$ cat config.mk
export PLATFORM = sky130hd
export DESIGN_NAME = eyvm_cordic
export DESIGN_NICKNAME = d
export VERILOG_FILES = /design/src/design/eyvm_pkg.sv /design/src/design/eyvm_cordic.sv
export SDC_FILE = /design/constraint.sdc
export NUM_CORES = 2
export LEC_CHECK = 0
export ABC_CLOCK_PERIOD_IN_PS = 13100
export BUFFER_PORTS_ARGS = -buffer_cell sky130_fd_sc_hd__buf_4
export CAP_MARGIN = 30
export CELL_PAD_IN_SITES_DETAIL_PLACEMENT = 0
export CELL_PAD_IN_SITES_GLOBAL_PLACEMENT = 1
export CORE_MARGIN = 2
export CORE_UTILIZATION = 55
export DETAILED_ROUTE_END_ITERATION = 10
export PLACE_DENSITY = 0.94
export SYNTH_ARGS = -nofsm -noshare
export SYNTH_HDL_FRONTEND = slang
export SYNTH_SLANG_ARGS = --single-unit
$ cat constraint.sdc
create_clock -name clk -period 13.1 [get_ports clk]
set_input_delay 0 -clock clk [delete_from_list [all_inputs] [get_ports clk]]
set_output_delay 0 -clock clk [all_outputs]
set_load 0.03 [all_outputs]
$ cat src/design/eyvm_pkg.sv
// ----------------------------------------------------------------------------
// eyvm_pkg
// Shared constants, types and helpers of the Y-X-Z view matrix core.
// ----------------------------------------------------------------------------
package eyvm_pkg;

  localparam int SINCOS_ITERATIONS = 16;
  localparam int BASIS_FRAC_BITS   = 14;
  localparam int MAX_STEPS         = 24;
  localparam int STEPS = (SINCOS_ITERATIONS > MAX_STEPS) ? MAX_STEPS : SINCOS_ITERATIONS;
  localparam int BSH   = 30 - BASIS_FRAC_BITS;

  // Q3.28 angle constants and CORDIC gain in Q2.30
  localparam logic signed [33:0] ANG_PI      = 34'sd843314857;
  localparam logic signed [33:0] ANG_HALF_PI = 34'sd421657428;
  localparam logic signed [33:0] ANG_TWO_PI  = 34'sd1686629713;
  localparam logic signed [33:0] CORDIC_GAIN = 34'sd652032874;

  // Arctangent table in Q3.28
  function automatic logic signed [33:0] atan_lut(input int i);
    logic signed [33:0] r;
    case (i)
      0: r = 34'sd210828714;  1: r = 34'sd124459457;  2: r = 34'sd65760959;
      3: r = 34'sd33381290;   4: r = 34'sd16755422;   5: r = 34'sd8385879;
      6: r = 34'sd4193963;    7: r = 34'sd2097109;    8: r = 34'sd1048571;
      9: r = 34'sd524287;     10: r = 34'sd262144;    11: r = 34'sd131072;
      12: r = 34'sd65536;     13: r = 34'sd32768;     14: r = 34'sd16384;
      15: r = 34'sd8192;      16: r = 34'sd4096;      17: r = 34'sd2048;
      18: r = 34'sd1024;      19: r = 34'sd512;       20: r = 34'sd256;
      21: r = 34'sd128;       22: r = 34'sd64;        23: r = 34'sd32;
      default: r = '0;
    endcase
    return r;
  endfunction

  // Q2.30 product rounded back to Q2.30
  function automatic logic signed [33:0] mul30(input logic signed [33:0] a,
                                               input logic signed [33:0] b);
    logic signed [67:0] p;
    p = a * b + (68'sd1 <<< 29);
    return 34'(p >>> 30);
  endfunction

  // Q2.30 to basis format with saturation
  function automatic logic signed [15:0] to_basis(input logic signed [35:0] v);
    logic signed [35:0] r;
    logic signed [35:0] one;
    logic signed [35:0] lo;
    logic signed [35:0] hi;
    one = 36'sd1 <<< BASIS_FRAC_BITS;
    r = (BSH > 0) ? ((v + (36'sd1 <<< ((BSH > 0) ? BSH - 1 : 0))) >>> BSH) : v;
    lo = (one > 36'sd32768) ? -36'sd32768 : -one;
    hi = (one > 36'sd32767) ? 36'sd32767 : one;
    if (r < lo) r = lo;
    if (r > hi) r = hi;
    return r[15:0];
  endfunction

  typedef struct packed {
    logic signed [33:0] s1, c1, s2, c2, s3, c3;
  } trig_t;

  typedef struct packed {
    logic signed [15:0] b0, b1, b2, b3, b4, b5, b6, b7, b8;
  } basis_t;

  typedef struct packed {
    logic signed [31:0] px, py, pz;
  } pos_t;

endpackage

$ cat src/design/eyvm_cordic.sv
// ----------------------------------------------------------------------------
// eyvm_cordic
// Pipelined sine/cosine: range reduction stage then one CORDIC step per stage.
// ----------------------------------------------------------------------------
module eyvm_cordic import eyvm_pkg::*; (
  input  logic                clk,
  input  logic                en,
  input  logic signed [15:0]  angle,
  output logic signed [33:0]  sin_q,
  output logic signed [33:0]  cos_q
);

  logic signed [33:0] x [0:STEPS];
  logic signed [33:0] y [0:STEPS];
  logic signed [33:0] z [0:STEPS];
  logic               ng [0:STEPS];
  logic signed [33:0] z0;
  logic signed [33:0] z1;
  logic               n0;

  // Wrap to (-pi, pi] then fold to [-pi/2, pi/2]
  always_comb begin
    z0 = 34'(angle) <<< 16;
    if (z0 > ANG_PI) z0 = z0 - ANG_TWO_PI;
    else if (z0 < -ANG_PI) z0 = z0 + ANG_TWO_PI;
    n0 = 1'b0;
    z1 = z0;
    if (z0 > ANG_HALF_PI) begin
      z1 = z0 - ANG_PI;
      n0 = 1'b1;
    end else if (z0 < -ANG_HALF_PI) begin
      z1 = z0 + ANG_PI;
      n0 = 1'b1;
    end
  end

  always_ff @(posedge clk) begin
    if (en) begin
      x[0] <= CORDIC_GAIN;
      y[0] <= '0;
      z[0] <= z1;
      ng[0] <= n0;
    end
  end

  // One rotation per stage
  for (genvar i = 0; i < STEPS; i++) begin : g_step
    always_ff @(posedge clk) begin
      if (en) begin
        if (z[i] >= 0) begin
          x[i+1] <= x[i] - (y[i] >>> i);
          y[i+1] <= y[i] + (x[i] >>> i);
          z[i+1] <= z[i] - atan_lut(i);
        end else begin
          x[i+1] <= x[i] + (y[i] >>> i);
          y[i+1] <= y[i] - (x[i] >>> i);
          z[i+1] <= z[i] + atan_lut(i);
        end
        ng[i+1] <= ng[i];
      end
    end
  end

  assign sin_q = ng[STEPS] ? -y[STEPS] : y[STEPS];
  assign cos_q = ng[STEPS] ? -x[STEPS] : x[STEPS];

endmodule

==> impl_summary.txt <==
----------------------------------------------------
[GRT]
  Final global-route overflow total ... 0
  Largest net degree at the start of global routing ... 142
  First-pass GRT wire length ... roughly 510 mm
  Initial antenna violation count ... 7
  Via count of the first global-routing pass ... 96200
  Overall global routing resource usage ... 27.4%

[Timing]
  Post-Route Hold Slack ... 197 ps
  Share of the clock period used by the worst path ... 53.4%
  Setup-failing EPs final ... 0
  Fmax ... 143 MHz
  Final hold violation count ... 0
  Min Clock Period, post-route ... 6990 ps
  Setup TNS ... 0 ps
  Skew final ... 34.4 ps
  Max-slew violation count ... 0
  Max-slew headroom at the worst pin ... 28.5%
  Slew @ Worst Pin ... ~1100 ps
  RSZ-0062 raised after global routing ... false

[Clocking]
  CTS sink cnt ... 1448
  Later-pin clock latency in the skew report ... between 800 and 900 ps
  Cells resized by post-CTS repair ... 0
  TritonCTS buffer count ... 167
  Master cell of the clock root buffer ... clkbuf_16
  Clock transition time at the flip-flop clock pins of the worst setup and hold paths ... 50 ps
  Maximum buffer depth of the clock tree ... 3
  Number of levels the H-tree was split into ... 4
  CTS tree ... yes

[Yosys]
  Cell accounting for the most synthesized area ... edfxtp_1
  Fraction of the yosys area taken by sequential cells ... approximately a third
  Async set-or-reset flop fraction in the synthesized netlist ... 0%
  Top cell type's share of synthesized area ... 35.3%
  Cell with the most instances after synthesis ... edfxtp_1
  Post-synthesis average cell area ... 9.37 µm²
  Register bit count reported by yosys ... ~1400
  Number of nets produced by synthesis ... 14400
  Most frequent cells after synthesis ... edfxtp_1 (1448), xnor2_1 (1285), ha_1 (1234)
  Synth cell types ... 91
  Synth top area cells ... edfxtp_1 (35%), ha_1 (13%), xnor2_1 (9.1%), a21oi_1 (4.9%), xor2_1 (4.3%)
  Mapped cell area ... 123000 µm²
  Number of flops mapped to enable cells by yosys ... 1448
  Ys Warns ... 0
  Synthesized instance count ... 13100
  Synth Flop Type ... edfxtp_1

[Routing]
  Detailed-route via count ... 100000
  Count of nets left with antenna violations after detail routing ... 0
  Per-cell via count in the routed design ... slightly above 6
  Routed wire per std cell ... 19.8 µm
  1st-iter DRT viols ... 8201
  Detailed Routing Iterations Pass 1 ... 7
  DRC violation count after routing ... 0
  Sum of routed wire length over all layers ... 322 mm

[Critical path]
  Critical path cell sequence ... dlygate4sd3_1 > buf_16 > buf_4 > buf_4 > nand2_2 > inv_2 > nor2_1 > xnor2_1 > ha_1 > nor2b_1 > o21ai_0 > nand2b_1 > a21o_1 > a31o_2 > a41oi_1 > o21ai_0 > a221oi_1 > a2111oi_0 > o211ai_1 > nand3b_1
  Launching element type of the critical path ... input port
  Maximum cell stage delay along the critical path ... 780 ps
  Critical path capture point ... y[7][32]
  CP endpoint kind ... register
  Critical path buffers and inverters ... 5
  CP Class ... input port to register
  Setup crit start ... en
  Number of logic stages on the critical path including buffering ... 20
  Worst Path Required ... 13650 ps
  Reg-to-reg critical path startpoint ... x[6][10]
  Arrival time at the worst endpoint ... 7540 ps
  Slowest cell on the critical path ... buf_4
  CP max FO ... a little under 90
  End of the worst register-to-register path ... y[7][33]
  Flop2flop setup slack ... 6930 ps
  Worst-case reg-to-reg path depth ... 19
  Dominant delay contributor by cell family on the critical path ... buffers and inverters

[Place]
  Input/output buffers ... 85
  DPL Wire Length ... 251 mm
  Weighted congestion at the end of routability-driven global placement ... around 0.94

[Flow run]
  Number of violations of the max-capacitance limit ... 0

[Floorplanning]
  Total core area ... 223000 µm²
  Horizontal extent of the die ... 477 µm
  IO Count ... 86
  Count of standard-cell rows ... 173
  Die ar. ... 228000 µm²
  Die H ... around 480 µm
  Starting density of the core ... 55.4%

[Cells and area]
  Area growth, synth to finish ... 7.65%
  Layout cell share with drive strength beyond 1 ... 4.41%
  Number of nets in the layout ... 14500

[Run status]
  Outcome ... finished, final reports clean

[Worst hold path]
  Path category of the worst min-delay check ... input port to register

----------------------------------------------------
==> cell usage in the layout, fill, tap and decap left out, types with 81 or more instances in the layout <==
cell / n
a21o_1: 439
o21ai_0: 772
ha_1: 1234
nand4_1: 81
o41ai_1: 81
a21oi_1: 1214
xor2_1: 610
and3_1: 152
o21a_1: 191
nor4_1: 93
nand2_1: 800
a211oi_1: 140
a31oi_1: 124
nor3_1: 343
or3_1: 133
nor2_1: 1079
xnor2_1: 1285
clkbuf_16: 173
o21bai_1: 168
and2_1: 81
nor2b_1: 162
nand2b_1: 173
inv_1: 593
buf_4: 148
edfxtp_1: 1448
nand3_1: 254
o31ai_1: 154
==> worst register-to-register path, cell delays in order, from the launching register on <==
cell and delay, ps:
edfxtp_1 470, or3_1 400, or3b_2 530, or3_1 390
or2_2 300, or4_1 530, nor3_1 470, a21oi_1 160
xnor2_1 160, ha_1 360, a21o_1 180, a21o_1 190
a21oi_1 230, inv_1 100, or3_1 310, a211oi_1 400
nor3_1 130, or3_1 360, a21oi_1 180, xnor2_1 80
==> worst min-delay path by stage <==
stage | from | end | depth (start not counted)
4_1_cts | angle[0] | z[0][16] | 4
2_1_floorplan | en | ng[0][0] | 0
3_3_place_gp | ng[0][13] | ng[0][14] | 0
3_5_place_dp | z[10][15] | z[11][15] | 0
5_1_grt | angle[0] | z[0][16] | 4
6_report | angle[0] | z[0][16] | 4
==> routing by layer <==
layer | share of wire (%) | vias to the layer above | track usage [%]
met2 | 48 | 2982 | 47.3
met5 | 0.016 | - | 0
met3 | 5.2 | 725 | 3.28
met1 | 43 | 47800 | 34.9
li1 | - | 48700 | -
met4 | 4.1 | 6 | 10.9
==> flip-flops by register name, indices dropped and copies added, names as in the netlist <==
signal / count
y: 511
x: 484
z: 436
ng: 17
==> stage by stage <==
step	instance area, µm²	utilization (%)	cells	setup slack, ps
floorplan	123000	-	13100	7660
global placement	127000	57.0	15900	5950
detailed placement	127000	57.0	15900	5920
CTS	133000	59.6	16300	6100
global route	133000	59.6	16300	5530
finish	133000	59.6	16300	6110
==> logic make-up (layout without fill, tap and decap cells) <==
family | Yosys count | in the layout | share of synthesized area (%)
adder cells (fa/ha/maj) | 1281 | 1281 | 13.2
flip-flops | 1448 | 1448 | 35.3
multiplexers | 110 | 110 | 0.948
AO/OA/AOI/OAI | 3856 | 3856 | 19.9
AND/OR/NAND/NOR | 3621 | 3621 | 14.3
buffers and inverters | 931 | 1086 | 2.85
XOR/XNOR | 1895 | 1895 | 13.5
other | 0 | 1 | 0
==> timing repair <==
action | in CTS | in global routing
hold endpoints to repair | 132 | 0
hold buffers | 28 | 0
buffers inserted | 0 | 0
==> cell type report <==
class	instances	area (µm²)
Antenna cell	1	2.50
Multi-Input combinational cell	10800	76200
Sequential cell	1448	43500
Clock inverter	99	938
Timing Repair Buffer	184	1550
Tap cell	2975	3720
Inverter	602	2260
Clock buffer	201	4430
Fill cell	19100	89900
Power is left out: the tool's default activity adds up to more than one toggle a clock period on the data nets, which glitch-free logic cannot reach.
